## config.mk

```make
export PLATFORM = sky130hd
export DESIGN_NAME = drq_ctrl
export DESIGN_NICKNAME = d
export VERILOG_FILES = /design/src/rtl/drq_pkg.sv /design/src/rtl/drq_ctrl.sv
export SDC_FILE = /design/constraint.sdc
export NUM_CORES = 1
export LEC_CHECK = 0
export BUFFER_PORTS_ARGS = -buffer_cell sky130_fd_sc_hd__buf_2
export CAP_MARGIN = 5
export CORE_AREA = 2 2 39 41
export CTS_BUF_LIST = sky130_fd_sc_hd__clkbuf_2 sky130_fd_sc_hd__clkbuf_4 sky130_fd_sc_hd__clkbuf_8
export CTS_CLUSTER_DIAMETER = 40
export CTS_CLUSTER_SIZE = 40
export DETAILED_ROUTE_END_ITERATION = 16
export DIE_AREA = 0 0 41 43
export GPL_ROUTABILITY_DRIVEN = 0
export PLACE_DENSITY = 0.52
export SYNTH_ARGS = -nofsm -noshare
export SYNTH_HDL_FRONTEND = slang
export SYNTH_SLANG_ARGS = --single-unit
```

## constraint.sdc

```tcl
create_clock -name clock -period 1.1 [get_ports clock]
set_input_delay 0.11 -clock clock [delete_from_list [all_inputs] [get_ports clock]]
set_output_delay 0.11 -clock clock [all_outputs]
set_load 0.005 [all_outputs]
```

## src/rtl/drq_pkg.sv

```systemverilog
// shared types and constants for the descriptor ring queue
// used by the controller, the datapath and the top level
package drq_pkg;

   localparam int COUNT_W       = 32;
   localparam int RING_SLOTS_W  = 10;
   localparam int ADDR_W        = 64;
   localparam int LENGTH_W      = 32;
   localparam int TAG_W         = 32;
   localparam int DESC_W        = ADDR_W + LENGTH_W + TAG_W;
   localparam int STATUS_W      = 2;

   localparam logic [RING_SLOTS_W-1:0] RING_SLOTS_RESET = 10'd512;

   localparam logic MODE_ENQUEUE = 1'b0;
   localparam logic MODE_DEQUEUE = 1'b1;

   typedef enum logic [STATUS_W-1:0] {
      STATUS_DONE  = 2'd0,
      STATUS_FULL  = 2'd1,
      STATUS_EMPTY = 2'd2
   } drq_status_type;

   // which counter the residue unit reduces
   typedef enum logic [1:0] {
      MOD_SEL_WR,
      MOD_SEL_RD,
      MOD_SEL_OCC
   } drq_mod_sel_type;

   typedef struct packed {
      logic            capture;
      logic            execute;
      logic            csr_write;
      logic            mod_start;
      drq_mod_sel_type mod_sel;
   } drq_cmd_type;

   typedef struct packed {
      logic mod_done;
   } drq_stat_type;

endpackage

```

## src/rtl/drq_ctrl.sv

```systemverilog
// controller for the descriptor ring queue: item sequencing and residue recompute
// depends on drq_pkg
module drq_ctrl (
   input  logic                   clock,
   input  logic                   reset,
   input  logic                   start,
   output logic                   busy,
   input  logic                   csr_valid,
   output logic                   csr_ready,
   output logic                   rsp_strobe,
   output drq_pkg::drq_cmd_type   cmd,
   input  drq_pkg::drq_stat_type  stat
);

   typedef enum logic [2:0] {
      ST_IDLE,
      ST_ISSUE,
      ST_RESP,
      ST_MOD_LOAD,
      ST_MOD_RUN
   } state_type;

   state_type                state_ff, state_in;
   drq_pkg::drq_mod_sel_type sel_ff, sel_in;
   logic                     accept;

   // a pending config write holds off a new item in the same cycle
   assign busy       = ((state_ff == ST_IDLE) && csr_valid) ||
                       ((state_ff != ST_IDLE) && (state_ff != ST_RESP));
   assign csr_ready  = (state_ff == ST_IDLE);
   assign accept     = start && !busy;
   assign rsp_strobe = (state_ff == ST_RESP);

   assign cmd.capture   = accept;
   assign cmd.execute   = (state_ff == ST_ISSUE);
   assign cmd.csr_write = csr_valid && csr_ready;
   assign cmd.mod_start = (state_ff == ST_MOD_LOAD);
   assign cmd.mod_sel   = sel_ff;

   always_comb begin
      state_in = state_ff;
      sel_in   = sel_ff;
      case (state_ff)
         ST_IDLE: begin
            if (csr_valid) begin
               state_in = ST_MOD_LOAD;
               sel_in   = drq_pkg::MOD_SEL_WR;
            end else if (accept) begin
               state_in = ST_ISSUE;
            end
         end
         ST_ISSUE: state_in = ST_RESP;
         ST_RESP: begin
            state_in = accept ? ST_ISSUE : ST_IDLE;
         end
         ST_MOD_LOAD: state_in = ST_MOD_RUN;
         ST_MOD_RUN: begin
            if (stat.mod_done) begin
               case (sel_ff)
                  drq_pkg::MOD_SEL_WR: begin
                     sel_in   = drq_pkg::MOD_SEL_RD;
                     state_in = ST_MOD_LOAD;
                  end
                  drq_pkg::MOD_SEL_RD: begin
                     sel_in   = drq_pkg::MOD_SEL_OCC;
                     state_in = ST_MOD_LOAD;
                  end
                  default: state_in = ST_IDLE;
               endcase
            end
         end
         default: state_in = ST_IDLE;
      endcase
   end

   always_ff @(posedge clock) begin
      if (reset) begin
         state_ff <= ST_IDLE;
         sel_ff   <= drq_pkg::MOD_SEL_WR;
      end else begin
         state_ff <= state_in;
         sel_ff   <= sel_in;
      end
   end

   a_done_only_in_run: assert property (@(posedge clock) disable iff (reset)
      stat.mod_done |-> (state_ff == ST_MOD_RUN))
      else $error("residue done outside of recompute");

   a_csr_starts_remap: assert property (@(posedge clock) disable iff (reset)
      cmd.csr_write |=> (state_ff == ST_MOD_LOAD) && (sel_ff == drq_pkg::MOD_SEL_WR))
      else $error("config write did not start a residue recompute");

   a_result_follows_issue: assert property (@(posedge clock) disable iff (reset)
      cmd.execute |=> rsp_strobe)
      else $error("executed item gave no result strobe");

endmodule

```

; Yosys cells after proc, flatten, opt, wreduce, memory -nomap -nowiden
; Cells that the tools add are included.
[totals]
regBits = 5
output_inout_bits = 9
word_cells = 34
[op_classes]
eq_ne = 10
mux = 10
n_reduce_logical = 12
[ops]
columns = operator, n
row1 = 3-bit case mux with 5 select lines, 1
row2 = 3-bit 2-to-1 mux, 3
row3 = 2-bit case mux with 2 select lines, 2
row4 = 3-bit by 2-bit == test with 1-bit output (second input constant), 2
row5 = 2-bit 2-to-1 mux, 3
row6 = 3-bit by 2-bit inequality test with 1-bit output (second input constant), 2
row7 = 2-bit inequality test (second input constant), 2
row8 = 4-bit AND reduction, 1
row9 = 3-bit by 1-bit == test with 1-bit output (second input constant), 1
row10 = 3-bit == test (second input constant), 1
row11 = 1-bit logical AND, 3
row12 = 3-bit logical NOT, 1
row13 = 3-bit inequality test (second input constant), 1
row14 = 3-bit nonzero test, 1
row15 = 2-bit by 1-bit == test with 1-bit output (second input constant), 1
row16 = 2-bit logical NOT, 1
row17 = 2-bit AND reduction, 1
row18 = 2-bit nonzero test, 1
row19 = 2-bit OR reduction, 1
row20 = 1-bit logical NOT, 1
row21 = 1-bit logical OR, 1
row22 = 1-bit 2-to-1 mux, 1

; Depth between registers and ports, before layout
; Gate-level depths: netlist of run 1.
[depth]
ltp_word = 8
depth_mapped = 4
ltp_nobuf = 3

; Worst setup path before layout of run 1
; Ideal clock, no wire load.
[synth_path]
path_kind = register -> register
start = register state_ff[0]
end = register state_ff[0]
setup_ps = 123
t_arrival_ps = 1046
slack_ps = -69
path_stages_with_launch = 4
path_buffers = 0
period_less_slack_ps = 1169
cell_sequence = dfxtp_1 > or4_1 > a22oi_1 > nor3_1
[synth_between]
elab_chain_len = 7
word_cells_on_any_way = 17
[synth_rtl]
columns = item, line
row1 = from (decl), drq_ctrl.sv:23  ; state_type state_ff, state_in;
row2 = from (signal assigned), drq_ctrl.sv:81  ; state_ff <= state_in;
row3 = "3-bit by 2-bit inequality test with 1-bit output, or another cell as far along", drq_ctrl.sv:29  ; ((state_ff != ST_IDLE) && (state_ff != ST_RESP));
row4 = 1-bit logical AND (on tied branches), "drq_ctrl.sv:29, drq_ctrl.sv:28"
row5 = 1-bit logical OR, drq_ctrl.sv:28  ; assign busy = ((state_ff == ST_IDLE) && csr_valid) ||
row6 = 1-bit logical NOT, drq_ctrl.sv:31  ; assign accept = start && !busy;
row7 = 1-bit logical AND, drq_ctrl.sv:31
row8 = 1-bit 2-to-1 mux / 3-bit by 2-bit inequality test with 1-bit output (equally long branches), n/a
row9 = 3-bit case mux with 5 select lines / 2-bit AND reduction (equally long branches), n/a
; Parallel ways exist; a longest one is shown, timed or not.
; A chain may end at the register's enable or synchronous reset.

; Worst setup path in the final report of run 1
[layout_path]
start = register state_ff[1]
end = register state_ff[1]
[layout_between]
elab_chain_len = 7
word_cells_on_any_way = 16
[layout_rtl]
columns = item, line
row1 = "3-bit by 2-bit inequality test with 1-bit output, or another cell as far along", drq_ctrl.sv:29
row2 = 1-bit logical AND (on tied branches), "drq_ctrl.sv:29, drq_ctrl.sv:28"
row3 = 1-bit logical OR, drq_ctrl.sv:28
row4 = 1-bit logical NOT, drq_ctrl.sv:31
row5 = 1-bit logical AND, drq_ctrl.sv:31
row6 = 3-bit by 2-bit inequality test with 1-bit output (no source line), n/a
row7 = 2-bit AND reduction (no source line), n/a
; Parallel ways exist; a longest one is shown, timed or not.

==> results of run 1 <==
-- cells in the mapped netlist, types with 2 or more instances --
| master | instances | share of area [%] |
|---|---|---|
| buf_4 | 4 | 8.8 |
| dfxtp_1 | 5 | 29 |
| nand2b_1 | 2 | 3.6 |
| nor2_1 | 5 | 5.5 |
| nor3_1 | 4 | 5.8 |
| o31ai_1 | 3 | 6.6 |
| or4_1 | 2 | 4.4 |
-- where the power goes --
group          total (W)  switching, W  internal (W)
registers       0.000211     0.0000150      0.000196
clock network   0.000246     0.0000834      0.000162
logic           0.000336      0.000139      0.000198
-- worst register-to-register path, cell delays in order (launching register included) --
cell     delay [ns]
dfxtp_2        0.33
or4_4          0.51
a22oi_2        0.21
nor3_2         0.08
-- worst min-delay path by stage --
stage,from,endpoint,slack (ns),depth (start not counted)
6_report,reset,sel_ff[1],0.09,2
5_1_grt,reset,sel_ff[1],0.09,2
4_1_cts,reset,sel_ff[1],0.07,2
3_5_place_dp,reset,sel_ff[1],0.34,2
3_3_place_gp,reset,sel_ff[1],0.35,2
2_1_floorplan,reset,sel_ff[1],0.17,1
-- what timing repair did --
| action | 4_1_cts | 5_1_grt |
|---|---|---|
| pin swaps | 5 | 7 |
| setup endpoints to repair | 10 | 12 |
| setup buffers | 6 | 0 |
| resized for setup | 19 | 10 |
-- per-stage QoR --
step	TNS, ns	hold WS, ns	setup WS (ns)	cell area, um2	util, %
final	-0.921	0.0865	-0.150	697	50.4
after global placement	-0.162	0.347	-0.0618	494	35.7
after floorplan	-0.0971	0.172	-0.0494	349	-
after CTS	-0.749	0.0735	-0.101	643	46.5
after global routing	-1.56	0.0884	-0.186	697	50.4
after detailed placement	-0.218	0.336	-0.0792	494	35.7
-- final cells by class --
| type | count | area (um2) |
|---|---|---|
| fill | 139 | 687 |
| tap | 16 | 20.0 |
| multi-input combinational | 32 | 289 |
| clock buffer | 4 | 30.0 |
| sequential | 5 | 108 |
| inverter | 1 | 3.75 |
| timing repair buffer | 31 | 246 |
-- metal layers --
| metal | track usage (%) | routed length, um | vias to the layer above |
|---|---|---|---|
| li1 | - | - | 218 |
| met1 | 17.6 | 425 | 207 |
| met2 | 24.1 | 656 | 10 |
| met3 | 6.28 | 52 | 2 |
| met4 | 6.00 | 17 | 0 |
| met5 | 0 | 0 | - |
-- registers in the layout (all words and copies together), names as in the netlist --
| name | flops |
|---|---|
| sel_ff | 2 |
| state_ff | 3 |
-- cell families after synthesis --
| kind of cell | after synthesis | synth area share (%) |
|---|---|---|
| AOI/OAI and AO/OA | 8 | 16.4 |
| buffers and inverters | 5 | 9.85 |
| DFF | 5 | 29.2 |
| and+or+nand+nor | 24 | 44.5 |
==> impl_metrics.toml, run 1 <==
[drt]
post-route-drc-count = 0
wl_per_cell_um = 12.9
drt-pass1-iter-count = 5
first_iter_violations = 6
route.vias.total = 437
drt_wl_total_um = 1150
drtAntennaViolNets = 0
route.detailed.vias_per_inst = 4.91

[layout]
final_common_cell = "buf_2"
drive_above_1_share_pct = 72.6
layout_cells_excl_fill = 89
design.final.nets = 79
area_delta_synth_final_pct = 103
layout.cells.most_common_list = "buf_2 (11), buf_4 (10), buf_6 (9)"
antennaDiodeCount = 0

[yosys]
average_footprint_of_a_synthesized_cell_um2 = 8.16
seq_total_area_yosys_pct = 29.2
yosys_warnings = 0
synthDistinctLibCells = 24
mappedNetlistArea_um2 = 343
synth-seq-cells = 5
postSynth.asyncResetShare_pct = 0
synth-edff-count = 0
dominantRegCellSynth = "dfxtp_1"
count_of_mapped_cells_out_of_synthesis = 42
syn_nets = 47

[global_routing]
overflow = 0
grt_first_pass_wirelength_um = 1820
grt_max_degree = 9
groute.usage.overall_pct = 15.3
antenna_found_initial = 0
via_count_of_the_first_global_routing_pass = 429

[power]
powerDensity_nw_per_um2 = 1140
total_design_power_w = 0.000793
static-leakage-power_nw = 0.320
vdd.ir_drop.worst_v = 0.000393

[setup_path]
critical_path_buf_inv_count = 0
worst_setup_path_end_kind = "flop"
rrSetupSlack_ns = -0.15
timing.critical_path.fanout_max = 3
crit_path_start_kind = "flop"
worstSetupPathDepth = 3
setup.worst_path.start = "state_ff[1]"
worst_r2r_path_depth = 3
crit_end = "state_ff[1]"
r2r-end = "state_ff[1]"
arrival_ns = 1.38
slowest_stage = "or4_4"
cp_data_required_time_ns = 1.23
critical_path_class = "flop to flop"
critical-path-top-delay-family = "simple AND/OR/NAND/NOR gates"
crit_path_cell_trace = "or4_4 -> a22oi_2 -> nor3_2"
critical-path-max-stage-delay_ns = 0.51
worst_r2r_startpoint = "state_ff[1]"

[run_status]
violations = "negative setup slack"
status = "complete, but fails checks"

[clock_tree]
insertion_delay_ns = 0.25
cts_tree = "yes"
htreeDepth = 1
clock_sink_count = 5
clock_tree.root_cell = "clkbuf_4"
cts.hold.buffers_added = 0
worst_setup_hold_path_clk_slew_ns = 0.04
cts_buffers = 3
max-clock-path-buffers = 2

[sta]
timing.final.hold_violations = 0
drv_slew = 0
fmaxAchievable_mhz = 800
max-slew-margin-rel_pct = 80.9
worstMarginPinSlew_ns = 0.284
fin_crit_sh_pct = 114
clock-skew-final_ns = 0.000426
setup_violations = 11
post-route-worst-setup-slack_ns = -0.150
finalWorstPathRequiredPeriod_ns = 1.25
grt_setup_unrepaired = "true"

[floorplan]
floorplan.core_area_um2 = 1380
rows = 14
initial_utilization_pct = 24.8
pin_count = 14
fp.dieH_um = 43
die-width_um = 41
design.die.area_um2 = 1760

[run]
max_cap_violations = 0

[placed_design]
port-buffer-count = 13
number_of_placed_instances_taps_included = 79

[min_path]
worstHoldPathType = "input pin to flop"
No activity file was read; power rests on OpenSTA's default activity.
==> inputs of run 2 (changes only) <==
--- a/config.mk
+++ b/config.mk
@@ -5,7 +5,7 @@
 export SDC_FILE = /design/constraint.sdc
 export NUM_CORES = 1
 export LEC_CHECK = 0
-export BUFFER_PORTS_ARGS = -buffer_cell sky130_fd_sc_hd__buf_2
+export BUFFER_PORTS_ARGS = -buffer_cell sky130_fd_sc_hd__buf_4
 export CAP_MARGIN = 5
 export CORE_AREA = 2 2 39 41
 export CTS_BUF_LIST = sky130_fd_sc_hd__clkbuf_2 sky130_fd_sc_hd__clkbuf_4 sky130_fd_sc_hd__clkbuf_8
==> impl_metrics.toml, run 2 (same netlist as run 1, synthesis figures left out) <==
[sta]
worstMarginPinSlew_ns = 0.307
timing.final.hold_violations = 0
drv_slew = 0
fin_crit_sh_pct = 113
finalWorstPathRequiredPeriod_ns = 1.25
fmaxAchievable_mhz = 803
post-route-worst-setup-slack_ns = -0.146
timing.hold.ws_ns = 0.0633
max-slew-margin-rel_pct = 79.4
grt_setup_unrepaired = "true"
setup_violations = 12
clock-skew-final_ns = 0.00216

[floorplan]
rows = 14
die-width_um = 41
fp.dieH_um = 43
initial_utilization_pct = 24.8
design.die.area_um2 = 1760
pin_count = 14
floorplan.core_area_um2 = 1380

[power]
static-leakage-power_nw = 0.321
powerDensity_nw_per_um2 = 1140
total_design_power_w = 0.000806
vdd.ir_drop.worst_v = 0.000469

[run_status]
status = "complete, but fails checks"
violations = "negative setup slack"

[placed_design]
dpl-instance-area_um2 = 512
number_of_placed_instances_taps_included = 77
hpwlAfterDp_um = 685
port-buffer-count = 13

[layout]
drive_above_1_share_pct = 74.0
finalInstanceArea_um2 = 704
flip_flop_count_of_the_largest_register_all_copies_and_words_added = 3
area_delta_synth_final_pct = 105
design.final.nets = 79
final_common_cell = "buf_4"
antennaDiodeCount = 0
layout.cells.most_common_list = "buf_4 (21), buf_6 (10), nor2_1 (4), clkbuf_4 (4), dfxtp_2 (4)"
largest_register = "state_ff"
layout_cells_excl_fill = 89
num-fill-cells = 128
utilization_pct = 50.9
largestRegisters = "state_ff: 3 flops, sel_ff: 2 flops"

[global_routing]
overflow = 0
groute.usage.overall_pct = 14.7
grt_first_pass_wirelength_um = 1780
grt_max_degree = 11
antenna_found_initial = 0
via_count_of_the_first_global_routing_pass = 433

[clock_tree]
htreeDepth = 1
clock_sink_count = 5
insertion_delay_ns = 0.24
cts_buffers = 3
cts.hold.buffers_added = 0
max-clock-path-buffers = 2
clock_tree.root_cell = "clkbuf_4"
worst_setup_hold_path_clk_slew_ns = 0.04
cts_tree = "yes"

[setup_path]
worst_r2r_path_depth = 3
crit_path_frequent_cell = "buf_6"
critical-path-max-stage-delay_ns = 0.36
cp_data_required_time_ns = 0.99
critical_path_class = "flop to primary output"
r2r-end = "state_ff[1]"
crit_path_cell_trace = "buf_6 -> buf_6 -> and3b_1 -> buf_4"
rrSetupSlack_ns = -0.14
arrival_ns = 1.14
timing.critical_path.fanout_max = 4
crit_path_start_kind = "flop"
worst_r2r_startpoint = "state_ff[0]"
slowest_stage = "dfxtp_2"
worst_setup_path_end_kind = "primary output"

[drt]
drt-pass1-iter-count = 4
drt_wl_total_um = 1260
wl_per_cell_um = 14.2
drtAntennaViolNets = 0
route.vias.total = 454
post-route-drc-count = 0
route.detailed.vias_per_inst = 5.10
first_iter_violations = 7

[run]
max_cap_violations = 0

[min_path]
timing.hold.worst.start = "reset"
hold_path_depth = 2
worstHoldPathType = "input pin to flop"
min_delay_worst_endpoint = "sel_ff[1]"
-- run 2: where the power goes --
part           total [W]  internal [W]  leakage (nW)  switching (W)
clock network   0.000241      0.000162        0.0184      0.0000788
logic           0.000354      0.000215         0.260       0.000140
registers       0.000211      0.000197        0.0424      0.0000141
total           0.000806      0.000574         0.321       0.000232
-- run 2: layer usage --
metal  share of wire, %  vias to the layer above  GRT usage [%]  routed length (um)
met2                 56                        8           24.7                 709
li1                   -                      218              -                   -
met5                  0                        -              0                   0
met4                  0                        0           4.00                   0
met1                 41                      228           16.9                 516
met3                2.9                        0           4.71                  36
-- run 2: cell type report --
type / instances / area, um2 / area share, %
Clock buffer: 4 / 30.0 / 4.26
Inverter: 1 / 3.75 / 0.533
Multi-Input combinational cell: 32 / 275 / 39.1
Sequential cell: 5 / 105 / 14.9
Tap cell: 16 / 20.0 / 2.84
Timing Repair Buffer: 31 / 270 / 38.4
-- run 2: worst max path at each step --
stage | slack, ns | cells past startpoint | from | endpoint
after global placement | -0.06 | 3 | state_ff[0] | state_ff[1]
after floorplan | -0.05 | 3 | state_ff[0] | state_ff[1]
final | -0.15 | 4 | state_ff[1] | cmd[2]
after CTS | -0.11 | 4 | state_ff[1] | cmd[2]
after detailed placement | -0.08 | 3 | state_ff[0] | state_ff[0]
after global routing | -0.19 | 3 | state_ff[0] | state_ff[0]
-- run 2: timing repair --
item,in CTS,in global routing
setup buffers,7,1
setup endpoints to repair,10,12
gates resized for setup,20,6
pin swaps,4,2
-- run 2: through the flow --
step	setup slack (ns)	setup TNS, ns
final	-0.146	-1.12
after global routing	-0.186	-1.68
after CTS	-0.106	-0.888
after detailed placement	-0.0839	-0.214
after global placement	-0.0611	-0.165
after floorplan	-0.0494	-0.0971
-- run 2: critical path: cells and delay by family, from the launching register on --
kind / cells / cell delay (ns)
DFF: 1 / 0.36
and+or+nand+nor: 1 / 0.20
buffers and inverters: 3 / 0.33
